===== src/rtl/core/wbsp_pkg.sv =====
// Package for the background-scan policy: payload types, codes, constants and time helpers.
package wbsp_pkg;

  localparam logic [11:0] DEFAULT_PEAK_START       = 12'd800;
  localparam logic [11:0] DEFAULT_PEAK_END         = 12'd1700;
  localparam logic [11:0] DEFAULT_PEAK_INTERVAL    = 12'd600;
  localparam logic [11:0] DEFAULT_OFFPEAK_INTERVAL = 12'd0;
  localparam logic [11:0] MAX_AUTO_INTERVAL        = 12'd1800;
  localparam logic [11:0] LAST_HHMM                = 12'd2359;
  localparam logic [6:0]  HHMM_HOURS               = 7'd100;
  localparam logic [17:0] DAY_SECONDS              = 18'd86400;

  // floor(v / 100) as (v * 5243) >> 19, exact for v up to 2399
  localparam logic [12:0] HOURS_RECIP = 13'd5243;
  localparam int          HOURS_SHIFT = 19;

  localparam logic [2:0] CFG_PEAK_START    = 3'd0;
  localparam logic [2:0] CFG_PEAK_END      = 3'd1;
  localparam logic [2:0] CFG_PEAK_INTERVAL = 3'd2;
  localparam logic [2:0] CFG_OFFPEAK_IVAL  = 3'd3;
  localparam logic [2:0] CFG_AGENT_PRESENT = 3'd4;

  typedef enum logic [2:0] {
    OP_SETTING   = 3'd0,
    OP_SCAN_DONE = 3'd1,
    OP_NOT_CONN  = 3'd2,
    OP_TIMER     = 3'd3,
    OP_AGENT_IVL = 3'd4
  } opcode_t;

  typedef enum logic [1:0] {
    AGENT_NONE  = 2'd0,
    AGENT_START = 2'd1,
    AGENT_STOP  = 2'd2
  } agent_cmd_t;

  typedef enum logic [1:0] {
    TIMER_NONE = 2'd0,
    TIMER_STOP = 2'd1,
    TIMER_ARM  = 2'd2
  } timer_act_t;

  localparam logic [1:0] MODE_CODE_OFF   = 2'd0;
  localparam logic [1:0] MODE_CODE_FIXED = 2'd1;
  localparam logic [1:0] MODE_CODE_AUTO  = 2'd2;
  localparam logic [1:0] MODE_CODE_AGENT = 2'd3;

  typedef enum logic [3:0] {
    MODE_OFF   = 4'b0001,
    MODE_FIXED = 4'b0010,
    MODE_AUTO  = 4'b0100,
    MODE_AGENT = 4'b1000
  } mode_t;

  typedef struct packed {
    logic [2:0]  opcode;
    logic        setting_automatic;
    logic [15:0] interval_value;
    logic [16:0] now_seconds;
  } in_t;

  typedef struct packed {
    logic        cancel_scan;
    logic        scan_request;
    logic [15:0] scan_expiry;
    logic [1:0]  agent_command;
    logic [1:0]  timer_action;
    logic [10:0] change_at_minute;
    logic        change_next_day;
    logic [15:0] interval_now;
    logic        scan_enabled;
    logic [1:0]  mode_now;
  } out_t;

  typedef struct packed {
    logic [11:0] peak_start_hhmm;
    logic [11:0] peak_end_hhmm;
    logic [11:0] peak_interval;
    logic [11:0] offpeak_interval;
    logic        agent_present;
  } cfg_t;

  // peak window view of one event time
  typedef struct packed {
    logic        in_peak;
    timer_act_t  timer_action;
    logic [10:0] change_min;
    logic        change_next;
    logic [15:0] auto_ival;
  } win_t;

  function automatic logic [10:0] hhmm_to_min(input logic [11:0] v);
    logic [24:0] prod;
    logic [4:0]  hrs;
    logic [11:0] mins;
    logic [10:0] mclip;
    prod  = 25'(v) * 25'(HOURS_RECIP);
    hrs   = prod[HOURS_SHIFT+4:HOURS_SHIFT];
    mins  = v - 12'(hrs) * 12'(HHMM_HOURS);
    mclip = (mins > 12'd59) ? 11'd59 : 11'(mins);
    return 11'(hrs) * 11'd60 + mclip;
  endfunction

  function automatic logic [17:0] min_to_sec(input logic [10:0] m);
    return (18'(m) << 6) - (18'(m) << 2);
  endfunction

  function automatic logic [1:0] mode_code(input mode_t m);
    logic [1:0] c;
    case (m)
      MODE_FIXED: c = MODE_CODE_FIXED;
      MODE_AUTO:  c = MODE_CODE_AUTO;
      MODE_AGENT: c = MODE_CODE_AGENT;
      default:    c = MODE_CODE_OFF;
    endcase
    return c;
  endfunction

endpackage


===== src/rtl/core/wlan_background_scan_policy.sv =====
// Top level of the background-scan policy: channel registers, config registers, policy state.
//
//  channel | handshake              | payload
//  --------+------------------------+--------------------------------------
//  in_     | in_valid / in_stall    | in_data   (opcode, setting, interval, time)
//  out_    | out_valid / out_stall  | out_data  (commands, timer, interval, mode)
//  cfg_    | cfg_valid / cfg_ready  | cfg_index, cfg_data (12 bit)
//
// One event per cycle while the output is not stalled; a beat enters the input
// register and its result is registered in the output register, set by the
// single decision stage between those two registers.
// rst_n is synchronous: mode off, interval never, config registers zero.
// out_stall holds the output register; in_stall rises only when the input
// register holds a beat and the output register is full and stalled.
module wlan_background_scan_policy (
  input  logic              clk,
  input  logic              rst_n,
  input  logic              in_valid,
  output logic              in_stall,
  input  wbsp_pkg::in_t     in_data,
  output logic              out_valid,
  input  logic              out_stall,
  output wbsp_pkg::out_t    out_data,
  input  logic              cfg_valid,
  output logic              cfg_ready,
  input  logic [2:0]        cfg_index,
  input  logic [11:0]       cfg_data
);
  import wbsp_pkg::*;

  cfg_t        cfg_r;
  in_t         in_r;
  logic        in_vld_r;
  out_t        out_r;
  logic        out_vld_r;
  mode_t       mode_r;
  mode_t       mode_nxt;
  logic [15:0] cur_ival_r;
  logic [15:0] cur_ival_nxt;
  win_t        win;
  out_t        res;
  logic        advance;

  assign cfg_ready = 1'b1;
  assign advance   = in_vld_r && !(out_vld_r && out_stall);
  assign in_stall  = in_vld_r && !advance;
  assign out_valid = out_vld_r;
  assign out_data  = out_r;

  wbsp_window u_window (
    .cfg         (cfg_r),
    .now_seconds (in_r.now_seconds),
    .win         (win)
  );

  wbsp_decide u_decide (
    .evt           (in_r),
    .mode          (mode_r),
    .cur_ival      (cur_ival_r),
    .agent_present (cfg_r.agent_present),
    .win           (win),
    .mode_nxt      (mode_nxt),
    .cur_ival_nxt  (cur_ival_nxt),
    .res           (res)
  );

  always_ff @(posedge clk) begin
    if (!rst_n) begin
      cfg_r <= '0;
    end else if (cfg_valid && cfg_ready) begin
      case (cfg_index)
        CFG_PEAK_START:    cfg_r.peak_start_hhmm  <= cfg_data;
        CFG_PEAK_END:      cfg_r.peak_end_hhmm    <= cfg_data;
        CFG_PEAK_INTERVAL: cfg_r.peak_interval    <= cfg_data;
        CFG_OFFPEAK_IVAL:  cfg_r.offpeak_interval <= cfg_data;
        CFG_AGENT_PRESENT: cfg_r.agent_present    <= cfg_data[0];
        default: ;
      endcase
    end
  end

  always_ff @(posedge clk) begin
    if (!rst_n) begin
      in_vld_r   <= 1'b0;
      out_vld_r  <= 1'b0;
      mode_r     <= MODE_OFF;
      cur_ival_r <= 16'd0;
    end else begin
      if (!in_stall) begin
        in_vld_r <= in_valid;
      end
      if (advance) begin
        out_vld_r  <= 1'b1;
        mode_r     <= mode_nxt;
        cur_ival_r <= cur_ival_nxt;
      end else if (!out_stall) begin
        out_vld_r <= 1'b0;
      end
    end
  end

  always_ff @(posedge clk) begin
    if (in_valid && !in_stall) begin
      in_r <= in_data;
    end
    if (advance) begin
      out_r <= res;
    end
  end

  // result reports the state it leaves behind
  a_result_matches_state: assert property (@(posedge clk) disable iff (!rst_n)
    advance |=> (out_r.interval_now == cur_ival_r) && (out_r.mode_now == mode_code(mode_r)))
    else $error("result interval or mode differs from stored state");

  a_enabled_flag: assert property (@(posedge clk) disable iff (!rst_n)
    out_vld_r |-> (out_r.scan_enabled == (out_r.interval_now != 16'd0)))
    else $error("scan_enabled inconsistent with interval");

  a_expiry_only_with_request: assert property (@(posedge clk) disable iff (!rst_n)
    (out_vld_r && !out_r.scan_request) |-> (out_r.scan_expiry == 16'd0))
    else $error("expiry set without a scan request");

  a_change_time_only_when_armed: assert property (@(posedge clk) disable iff (!rst_n)
    (out_vld_r && out_r.timer_action != TIMER_ARM) |->
      (out_r.change_at_minute == 11'd0 && !out_r.change_next_day))
    else $error("change time set without arming the timer");

  a_auto_mode_has_no_agent: assert property (@(posedge clk) disable iff (!rst_n)
    (out_vld_r && out_r.agent_command == AGENT_START) |-> (out_r.mode_now == MODE_CODE_AGENT))
    else $error("agent started outside agent mode");

endmodule


===== src/rtl/core/wbsp_window.sv =====
// Peak window evaluation: where the event time falls, next change time, automatic interval.
module wbsp_window (
  input  wbsp_pkg::cfg_t      cfg,
  input  logic [16:0]         now_seconds,
  output wbsp_pkg::win_t      win
);
  import wbsp_pkg::*;

  logic        use_dflt;
  logic [11:0] s_hhmm;
  logic [11:0] e_hhmm;
  logic        wraps;
  logic [10:0] s_min;
  logic [10:0] e_min;
  logic [17:0] s_sec;
  logic [17:0] e_sec;
  logic [17:0] now_ext;
  logic        before_win;
  logic        inside_win;
  logic [11:0] pk_ival;
  logic [11:0] off_ival;

  assign use_dflt = (cfg.peak_start_hhmm > LAST_HHMM) || (cfg.peak_end_hhmm > LAST_HHMM);
  assign s_hhmm   = use_dflt ? DEFAULT_PEAK_START : cfg.peak_start_hhmm;
  assign e_hhmm   = use_dflt ? DEFAULT_PEAK_END : cfg.peak_end_hhmm;
  assign wraps    = s_hhmm > e_hhmm;
  assign s_min    = hhmm_to_min(s_hhmm);
  assign e_min    = hhmm_to_min(e_hhmm);
  assign s_sec    = min_to_sec(s_min);
  assign e_sec    = min_to_sec(e_min) + (wraps ? DAY_SECONDS : 18'd0);
  assign now_ext  = 18'(now_seconds);

  assign before_win = now_ext < s_sec;
  assign inside_win = !before_win && (now_ext < e_sec);

  assign pk_ival  = (cfg.peak_interval > MAX_AUTO_INTERVAL) ? DEFAULT_PEAK_INTERVAL
                                                             : cfg.peak_interval;
  assign off_ival = (cfg.offpeak_interval > MAX_AUTO_INTERVAL) ? DEFAULT_OFFPEAK_INTERVAL
                                                                : cfg.offpeak_interval;

  always_comb begin
    win.in_peak     = inside_win;
    win.auto_ival   = 16'(inside_win ? pk_ival : off_ival);
    win.change_min  = 11'd0;
    win.change_next = 1'b0;
    if (s_hhmm == e_hhmm) begin
      win.timer_action = TIMER_STOP;
    end else begin
      win.timer_action = TIMER_ARM;
      if (before_win) begin
        win.change_min = s_min;
      end else if (inside_win) begin
        win.change_min  = e_min;
        win.change_next = wraps;
      end else begin
        win.change_min  = s_min;
        win.change_next = 1'b1;
      end
    end
  end

endmodule


===== src/rtl/core/wbsp_decide.sv =====
// Policy decision: next mode and interval plus the result beat for one event.
module wbsp_decide (
  input  wbsp_pkg::in_t       evt,
  input  wbsp_pkg::mode_t     mode,
  input  logic [15:0]         cur_ival,
  input  logic                agent_present,
  input  wbsp_pkg::win_t      win,
  output wbsp_pkg::mode_t     mode_nxt,
  output logic [15:0]         cur_ival_nxt,
  output wbsp_pkg::out_t      res
);
  import wbsp_pkg::*;

  logic        cancel;
  logic        req;
  logic [15:0] expiry;
  agent_cmd_t  agent;
  timer_act_t  timer;
  logic [10:0] chg_min;
  logic        chg_next;
  logic        run_fsm;
  logic        autom;
  logic [15:0] val;
  logic [15:0] newv;

  always_comb begin
    cancel       = 1'b0;
    req          = 1'b0;
    expiry       = 16'd0;
    agent        = AGENT_NONE;
    timer        = TIMER_NONE;
    chg_min      = 11'd0;
    chg_next     = 1'b0;
    mode_nxt     = mode;
    cur_ival_nxt = cur_ival;
    run_fsm      = 1'b0;
    autom        = evt.setting_automatic;
    val          = evt.interval_value;
    newv         = 16'd0;

    case (opcode_t'(evt.opcode))
      OP_SETTING: run_fsm = 1'b1;
      OP_SCAN_DONE: begin
        req    = cur_ival != 16'd0;
        expiry = cur_ival;
      end
      OP_NOT_CONN: req = cur_ival != 16'd0;
      OP_TIMER: begin
        run_fsm = mode == MODE_AUTO;
        autom   = 1'b1;
        val     = 16'd0;
      end
      OP_AGENT_IVL: begin
        if (mode == MODE_AGENT && val != cur_ival) begin
          cur_ival_nxt = val;
          if (cur_ival == 16'd0 || cur_ival > val) begin
            cancel = 1'b1;
            req    = val != 16'd0;
          end
        end
      end
      default: ;
    endcase

    if (run_fsm) begin
      case (mode)
        MODE_OFF, MODE_FIXED: begin
          if (autom) begin
            cancel       = mode == MODE_FIXED;
            cur_ival_nxt = 16'd0;
            if (agent_present) begin
              mode_nxt = MODE_AGENT;
              agent    = AGENT_START;
            end else begin
              timer        = win.timer_action;
              chg_min      = win.change_min;
              chg_next     = win.change_next;
              cur_ival_nxt = win.auto_ival;
              req          = win.auto_ival != 16'd0;
              mode_nxt     = MODE_AUTO;
            end
          end else if (val == 16'd0) begin
            cancel       = mode == MODE_FIXED;
            cur_ival_nxt = 16'd0;
            mode_nxt     = MODE_OFF;
          end else if (mode == MODE_OFF) begin
            cur_ival_nxt = val;
            req          = 1'b1;
            mode_nxt     = MODE_FIXED;
          end else if (val != cur_ival) begin
            cancel       = 1'b1;
            cur_ival_nxt = val;
            req          = 1'b1;
            expiry       = (cur_ival > val) ? 16'd0 : val;
          end
        end
        MODE_AUTO: begin
          if (autom) begin
            timer    = win.timer_action;
            chg_min  = win.change_min;
            chg_next = win.change_next;
            newv     = win.auto_ival;
            if (newv == 16'd0) begin
              cancel       = 1'b1;
              cur_ival_nxt = 16'd0;
            end else if (newv != cur_ival) begin
              cancel       = 1'b1;
              cur_ival_nxt = newv;
              req          = 1'b1;
              expiry       = (cur_ival > newv) ? 16'd0 : newv;
            end
          end else begin
            timer        = TIMER_STOP;
            cancel       = 1'b1;
            cur_ival_nxt = val;
            req          = val != 16'd0;
            mode_nxt     = (val == 16'd0) ? MODE_OFF : MODE_FIXED;
          end
        end
        MODE_AGENT: begin
          if (!autom) begin
            agent        = AGENT_STOP;
            cancel       = 1'b1;
            cur_ival_nxt = val;
            req          = val != 16'd0;
            mode_nxt     = (val == 16'd0) ? MODE_OFF : MODE_FIXED;
          end
        end
        default: ;
      endcase
    end

    res.cancel_scan      = cancel;
    res.scan_request     = req;
    res.scan_expiry      = req ? expiry : 16'd0;
    res.agent_command    = agent;
    res.timer_action     = timer;
    res.change_at_minute = chg_min;
    res.change_next_day  = chg_next;
    res.interval_now     = cur_ival_nxt;
    res.scan_enabled     = cur_ival_nxt != 16'd0;
    res.mode_now         = mode_code(mode_nxt);
  end

endmodule


===== config.mk =====
export PLATFORM = sky130hd
export DESIGN_NAME = wlan_background_scan_policy
export DESIGN_NICKNAME = d
export VERILOG_FILES = /design/src/rtl/core/wbsp_pkg.sv /design/src/rtl/core/wlan_background_scan_policy.sv /design/src/rtl/core/wbsp_window.sv /design/src/rtl/core/wbsp_decide.sv
export SDC_FILE = /design/constraint.sdc
export NUM_CORES = 1
export LEC_CHECK = 0
export ABC_AREA = 1
export BUFFER_PORTS_ARGS = -buffer_cell sky130_fd_sc_hd__buf_2
export CORE_ASPECT_RATIO = 1.75
export CORE_MARGIN = 2
export CORE_UTILIZATION = 65
export DETAILED_ROUTE_END_ITERATION = 8
export PLACE_DENSITY_LB_ADDON = 0.1
export SETUP_SLACK_MARGIN = 0.2
export SYNTH_ARGS = -nofsm -noshare
export SYNTH_HDL_FRONTEND = slang
export SYNTH_HIERARCHICAL = 1
export SYNTH_SLANG_ARGS = --single-unit

===== constraint.sdc =====
create_clock -name clk -period 27.8 [get_ports clk]
set_input_delay 2.78 -clock clk [delete_from_list [all_inputs] [get_ports clk]]
set_output_delay 2.78 -clock clk [all_outputs]
set_load 0.02 [all_outputs]

==> impl_metrics.ini, run 1 <==
[routing]
first_pass_iters = 8
wl_per_cell_um = 17.42
vias_per_cell = 5.606
drt_iter0_markers = 834
antenna_left = 0
wl_mm = 55.51
drc_errors = 0
num_vias = 17870

[grt]
grt_pass1_wl_mm = 89.45
antenna_found_initial = 0
grt_pass1_vias = 18440
overflow = 0
grt_max_degree = 74
grt.total_usage_pct = 34.25

[clock_tree]
cts_hold_buf = 0
htree_levels = 4
post_cts_buffers = 0
root_buffer = clkbuf_16
cts_tree = built
clkLatencyLatePin_ns = 0.45
cts_buffer_depth = 2
clock_sinks = 159
cts_resized = 0
cts_made_buffers = 17
clkTransAtPathRegs_ns = 0.07

[run]
maxCapViolations = 0

[placement]
io_buffers = 109
dp_cells = 3155
gp_congestion = 0.9830
placed_area_sq_mm = 0.02117
dp_hpwl_mm = 46.58

[layout]
layout-drive-gt1-share_pct = 9.280
fill_cells = 2767
fin_nets = 3289
final_cell_mix = nand2_1, inv_1, ha_1, nor2_1, nand3_1
final_area_sq_mm = 0.02174
n_antenna_cell = 0
final_common_cell = nand2_1
fin_cells = 3187
syn2layout_area_growth_pct = 5.855

[synth]
synth_area_per_cell_sq_um = 7.586
syn_area_sq_mm = 0.02053
yosysWarnings = 6
syn_inst = 2707

[power]
ir_drop_v = 0.00008104
p_leak_uw = 0.01194
p_total_uw = 1477
p_seq_share_pct = 18.4
power_density_mw_per_mm2 = 67.96
pwr-share-comb_pct = 66.2
p_int_uw = 747.0
sw_frac_of_total_pct = 49.43
netSwitchingPower_uw = 730.3
p_clk_share_pct = 15.4

[worst_setup_path]
start_kind = flip-flop
path_class = reg2reg
startpoint = cfg_r[43]
critPathCaptureType = flip-flop
endpoint = out_data[2]
cp_data_required_time_ns = 28.01
slowest_delay_ns = 0.77
critPathArrivalTime_ns = 17.94
cp_common_cell = nand2_1
cp_max_fo = 33
slowest_stage = nor2_1
r2r_start = cfg_r[43]
reg2reg_setup_slack_ns = 10.07
reg2reg_to = out_data[2]
ff2ff_path_depth = 89

[sta]
max_clock_freq_ghz = 0.05640
period_share_pct = 63.78
finalSetupTns_ns = 0
grt_setup_unrepaired = no
finalHoldWorstSlack_ns = 0.4900
skew_ns = 0.009601
drv_slew = 0
hold_viol_final = 0
worst_pin_slew_ns = 1.238
relSlewSlack_pct = 17.44
setup_viol_count_final = 0
post-route-min-period_ns = 17.73

[floorplanning]
die_h_um = 239.1
num_rows = 86
ioPinCount = 113
die-width_um = 138.4
core_sq_mm = 0.03131
initial_core_util_pct = 65.58
die-area_sq_mm = 0.03309

[run_status]
status = completed

[min_path]
hold_path_class = reg2reg
[power groups by stage]
stage / Combinational, uW / Sequential [uW] / Clock [uW]
finish: 978 / 272 / 227
global route: 1100 / 273 / 239
CTS: 972 / 272 / 230
detailed placement: 964 / 277 / 0
global placement: 934 / 277 / 0
floorplan: 771 / 277 / 0
[how the worst min path moves through the flow]
stage	startpoint	to	slack (ns)	cells after the start
5_1_grt	cfg_r[33]	cfg_r[33]	0.51	2
2_1_floorplan	cfg_r[25]	cfg_r[25]	0.45	2
4_1_cts	cfg_r[24]	cfg_r[24]	0.49	2
3_3_place_gp	cfg_r[24]	cfg_r[24]	0.47	2
3_5_place_dp	cfg_r[24]	cfg_r[24]	0.47	2
6_report	cfg_r[24]	cfg_r[24]	0.49	2
[worst max-delay path, delay by kind of cell, from the launching register on]
family	cells	cell delay [ns]
flip-flops	1	0.34
XOR/XNOR	4	1.08
adder cells (fa/ha/maj)	15	6.01
AND/OR/NAND/NOR	38	5.57
AO/OA/AOI/OAI	18	2.92
buffers and inverters	14	1.48
[per-layer routing]
| layer | share of wire, % | track usage [%] | vias up |
|---|---|---|---|
| li1 | - | - | 8866 |
| met1 | 34 | 31.34 | 8258 |
| met2 | 55 | 68.32 | 520 |
| met3 | 3.3 | 3.365 | 222 |
| met4 | 8.0 | 25.73 | 0 |
| met5 | 0 | 0 | - |
[per-stage QoR]
stage          util, %  setup slack [ns]
3_3_place_gp     67.60             10.50
4_1_cts          69.42             10.26
3_5_place_dp     67.60             10.36
5_1_grt          69.42             9.042
6_report         69.42             10.07
2_1_floorplan        -             13.38
[flip-flops by register name, summed over array words and instances, names as in the netlist]
register and count:
cur_ival_r 16, in_r 35, cfg_r 49, mode_r 4
out_valid 1, out_data 53, in_vld_r 1
[cell type report]
type	count	area [sq um]	area share, %
flip-flops and latches	159	4064	18.70
clock inverters	14	120.1	0.5526
clock buffers	18	450.4	2.072
inverters	491	1853	8.525
repair buffers	116	598.1	2.751
well taps	396	495.5	2.279
multi-input cells	1993	14160	65.12
No activity file was read; power rests on OpenSTA's default activity.
==> run 2, diff against run 1 <==
ABC_AREA = 0   (was 1)
CORE_UTILIZATION = 64   (was 65)
clock period = 18.6 ns   (was 27.8 ns; I/O delays follow)
==> run 2 against run 1 <==
  * Maximum frequency decreased by 0.63%
  * Non-clock buffer count increased by 87
  * Combinational power increased by 4%
  * Critical path depth decreased by 9
  * Synthesized area decreased by 5.1%
  * Synthesized cell count decreased by 21%
  * Final cell count decreased by 15%
  * Hold slack got worse by 0.023 ns
  * Via count decreased by 7.7%
  * Sequential power increased by 46%
  * Total power increased by 20%
  * Critical path type unchanged
  * Largest power group unchanged
  * Highest routed layer unchanged
==> impl_metrics.ini, run 2 <==
[grt]
grt.total_usage_pct = 35.07
grt_max_degree = 104
grt_pass1_vias = 17290
antenna_found_initial = 0
overflow = 0
grt_pass1_wl_mm = 86.76

[layout]
n_antenna_cell = 0
seq_area_sq_mm = 0.004065
layout-drive-gt1-share_pct = 15.40
multiInputGateArea_sq_mm = 0.01437
largest_reg_flops = 53
fin_nets = 2809
fill_cells = 2402
syn2layout_area_growth_pct = 12.65
final_cell_mix = ha_1, inv_1, nand2_1, buf_2, fa_1
final_common_cell = ha_1
finalCoreUtilization_pct = 73.04

[worst_setup_path]
critPathTopFamily = adder cells
cp_data_required_time_ns = 18.80
endpoint = out_data[2]
path_class = reg2reg
cp_max_fo = 10
critPathCaptureType = flip-flop
cp_common_cell = inv_1
critPathArrivalTime_ns = 18.04
ff2ff_path_depth = 80
cp.depth = 80
slowest_delay_ns = 0.59
reg2reg_to = out_data[2]
startpoint = cfg_r[35]
start_kind = flip-flop
slowest_stage = fa_2
r2r_start = cfg_r[35]
cp_num_buf_inv = 18
reg2reg_setup_slack_ns = 0.76

[synth]
syn_area_sq_mm = 0.01949
yosysWarnings = 6
synth_area_per_cell_sq_um = 9.133
syn_inst = 2134

[placement]
dp_slack_ns = -0.03566
io_buffers = 109
gp_congestion = 0.9810
dp_hpwl_mm = 45.04

[sta]
skew_ns = 0.01019
max_clock_freq_ghz = 0.05605
relSlewSlack_pct = 11.36
drv_slew = 0
post-route-min-period_ns = 17.84
period_share_pct = 95.93
worst_pin_slew_ns = 1.320
setup_viol_count_final = 0
finalHoldWorstSlack_ns = 0.4668
fin_ws_ns = 0.7578
hold_viol_final = 0

[power]
power_density_mw_per_mm2 = 80.91
netSwitchingPower_uw = 759.0
p_int_uw = 1017
p_clk_share_pct = 20.4
p_leak_uw = 0.01118
pwr-share-comb_pct = 57.2
sw_frac_of_total_pct = 42.73
p_seq_share_pct = 22.4
ir_drop_v = 0.0001387

[routing]
wl_mm = 56.19
first_pass_iters = 5
antenna_left = 0
vias_per_cell = 6.110
drt_iter0_markers = 877
num_vias = 16480
drc_errors = 0
wl_per_cell_um = 20.82

[clock_tree]
root_buffer = clkbuf_16
cts_tree = built
clkLatencyLatePin_ns = 0.45
cts_hold_buf = 0
cts_made_buffers = 17
cts_buffer_depth = 2
htree_levels = 4
clkTransAtPathRegs_ns = 0.07
clock_sinks = 159

[min_path]
hold_start = cfg_r[25]
hold_path_class = reg2reg

[floorplanning]
initial_core_util_pct = 64.84
core_sq_mm = 0.03006
num_rows = 84
die-width_um = 135.9
ioPinCount = 113
die_h_um = 234.9
die-area_sq_mm = 0.03192

[run_status]
status = completed

[run]
maxCapViolations = 0
-- run 2: through the flow --
| step | instance area, sq um | instances | TNS (ns) | power, uW |
|---|---|---|---|---|
| finish | 21960 | 2698 | 0 | 1776 |
| global route | 21960 | 2698 | -0.1780 | 1884 |
| global placement | 20800 | 2652 | 0 | 1285 |
| detailed placement | 20800 | 2652 | -0.03566 | 1315 |
| CTS | 21420 | 2684 | 0 | 1681 |
| floorplan | 19540 | 2146 | 0 | 1069 |
-- run 2: how the worst min path moves through the flow --
stage | endpoint | slack [ns] | cells after the start
2_1_floorplan | cfg_r[27] | 0.43 | 2
3_3_place_gp | cfg_r[27] | 0.44 | 2
3_5_place_dp | cfg_r[25] | 0.46 | 2
4_1_cts | cfg_r[25] | 0.47 | 2
5_1_grt | cfg_r[19] | 0.49 | 2
6_report | cfg_r[25] | 0.47 | 2
-- run 2: layout make-up --
| class | count | share of cell area (%) |
|---|---|---|
| clock buffers | 17 | 1.938 |
| clock inverters | 15 | 0.8035 |
| inverters | 311 | 5.340 |
| multi-input cells | 1606 | 65.44 |
| flip-flops and latches | 159 | 18.51 |
| well taps | 387 | 2.205 |
| repair buffers | 203 | 5.761 |
-- run 2: layer usage --
| metal | routed length (um) | GRT usage (%) | vias up |
|---|---|---|---|
| met5 | 0 | 0 | - |
| met4 | 4940 | 26.33 | 0 |
| met3 | 2472 | 4.186 | 280 |
| met2 | 29960 | 65.34 | 590 |
| met1 | 18810 | 34.41 | 7871 |
| li1 | - | - | 7743 |
-- run 2: worst register-to-register path, delay by kind of cell, from the launching register on --
kind                       cells  cell delay [ns]
AOI/OAI and AO/OA             20             4.04
and+or+nand+nor               23             4.43
muxes                          1             0.23
DFF                            1             0.39
xor gates and xnor gates       4             0.76
buffers and inverters         18             2.24
adders and majority gates     14             5.48
-- run 2: power by group through the flow --
stage                     clock, uW  combinational [uW]  sequential [uW]
after detailed placement          0                 910              405
after global routing            378                1110              399
after global placement            0                 880              405
after CTS                       364                 919              397
final                           362                1020              398
after floorplan                   0                 663              406
-- run 2: what timing repair did --
item,CTS,global route
setup buffers,0,12
pin swaps,0,18
hold endpoints to repair,0,0
gates resized for setup,4,88
gates cloned,0,1
endpoints found under the setup margin,2,46
==> run 3, diff against run 2 <==
CORE_ASPECT_RATIO = 1.1   (was 1.75)
==> run 3 against run 2 <==
  * Clock power grew 2%
  * Via count grew 0.27%
  * Die area shrank 0.17%
  * Sequential power is essentially flat
  * Hold slack lost 0.0010 ns
  * Total power grew 5.8%
  * Critical path depth shrank 1
  * Worst setup slack gained 0.22 ns
  * Final cell count grew 4.3%
  * Register-to-register slack gained 0.22 ns
  * Cell area grew 2.6%
  * Largest power group unchanged
==> impl_metrics.ini, run 3 (synthesized netlist as in run 2, its figures left out) <==
[floorplanning]
core_sq_mm = 0.03026
initial_core_util_pct = 64.40
die-width_um = 170.4
die-area_sq_mm = 0.03187
ioPinCount = 113
num_rows = 67
die_h_um = 187.0

[sta]
finalSetupTns_ns = 0
relSlewSlack_pct = 11.62
hold_viol_final = 0
worst_pin_slew_ns = 1.315
grt_setup_unrepaired = no
skew_ns = 0.01752
drv_slew = 0
period_share_pct = 94.74
setup_viol_count_final = 0
finalHoldWorstSlack_ns = 0.4658
post-route-min-period_ns = 17.62
fin_ws_ns = 0.9780
max_clock_freq_ghz = 0.05675

[grt]
antenna_found_initial = 2
grt_max_degree = 104
overflow = 0
grt.total_usage_pct = 32.05
grt_pass1_wl_mm = 80.88
grt_pass1_vias = 16530

[layout]
multiInputGateArea_sq_mm = 0.01421
fin_cells = 2813
seq_area_sq_mm = 0.004065
fill_cells = 2245
final_common_cell = ha_1
largest_reg_flops = 53
layout-drive-gt1-share_pct = 17.34
fin_nets = 2897
syn2layout_area_growth_pct = 15.55
n_antenna_cell = 0
final_cell_mix = ha_1, inv_1, nand2_1, buf_4

[clock_tree]
clock_sinks = 159
root_buffer = clkbuf_16
htree_levels = 4
clkLatencyLatePin_ns = 0.46
cts_tree = built
clkTransAtPathRegs_ns = 0.07
cts_hold_buf = 0
cts_made_buffers = 17
cts_buffer_depth = 2

[power]
power_density_mw_per_mm2 = 83.45
p_leak_uw = 0.01160
ir_drop_v = 0.00009804

[routing]
vias_per_cell = 5.876
drc_errors = 0
wl_mm = 50.74
first_pass_iters = 8
drt_iter0_markers = 1109
num_vias = 16530
wl_per_cell_um = 18.04
antenna_left = 0

[run_status]
status = completed

[placement]
dp_hpwl_mm = 40.30
gp_congestion = 0.9555
io_buffers = 109
dp_cells = 2771
dp_slack_ns = 0.2142

[worst_setup_path]
critPathArrivalTime_ns = 17.81
start_kind = flip-flop
slowest_stage = nor3_1
slowest_delay_ns = 0.59
critPathCaptureType = flip-flop
cp_max_fo = 11
cp_data_required_time_ns = 18.79
path_class = reg2reg

[min_path]
hold_path_class = reg2reg

[run]
maxCapViolations = 0
[run 3: changes by cell type in the layout (fill, tap and decap cells not counted), sizes merged]
cell      change
buf          +89
clkinv        -2
clkinvlp      -1
inv           +2
[run 3: final cells by class]
| cell class | count | share of cell area, % |
|---|---|---|
| well taps | 414 | 2.300 |
| repair buffers | 291 | 8.644 |
| inverters | 311 | 5.183 |
| multi-input cells | 1606 | 63.12 |
| flip-flops and latches | 159 | 18.05 |
| clock inverters | 14 | 0.7556 |
| clock buffers | 18 | 1.950 |
[run 3: per-layer routing]
metal | vias up | global-route usage (%) | routed length [um]
met3 | 123 | 3.999 | 2654
met5 | - | 0 | 13
met1 | 7917 | 40.43 | 21200
met4 | 2 | 13.05 | 1892
met2 | 556 | 55.44 | 24970
li1 | 7931 | - | -
[run 3: worst paths after layout]
check / start / to / slack, ns / cells after the start
min reg2reg: cfg_r[37] / cfg_r[37] / 0.47 / 2
max reg2reg: cfg_r[47] / out_data[2] / 0.98 / 79
min: cfg_r[37] / cfg_r[37] / 0.47 / 2
max: cfg_r[47] / out_data[2] / 0.98 / 79
[run 3: worst max-delay path, delay by kind of cell (launching register included)]
kind                     cells  cell delay (ns)
AND/OR/NAND/NOR             23             4.70
flip-flops                   1             0.40
buffers and inverters       16             1.89
adder cells (fa/ha/maj)     14             5.17
multiplexers                 1             0.25
AO/OA/AOI/OAI               21             4.23
XOR/XNOR                     4             0.72
[run 3: repair_timing]
action / in CTS / in global routing
pin swaps: 0 / 15
gates resized for setup: 1 / 59
setup buffers: 0 / 9
gates cloned: 0 / 1
setup endpoints to repair: 1 / 46
[run 3: per-stage QoR]
step / area, sq um / total power [uW] / utilization [%]
global placement: 21540 / 1383 / 71.16
floorplan: 19540 / 1069 / -
finish: 22520 / 1879 / 74.42
global route: 22520 / 2003 / 74.42
CTS: 22150 / 1780 / 73.19
detailed placement: 21540 / 1405 / 71.16
[run 3: where the power goes]
part           internal, uW  switching, uW  leakage, uW  total [uW]
clock                   206            164     0.000293         370
combinational           521            593      0.00988        1110
sequential              385           11.0      0.00142         396
total                  1110            768       0.0116        1880
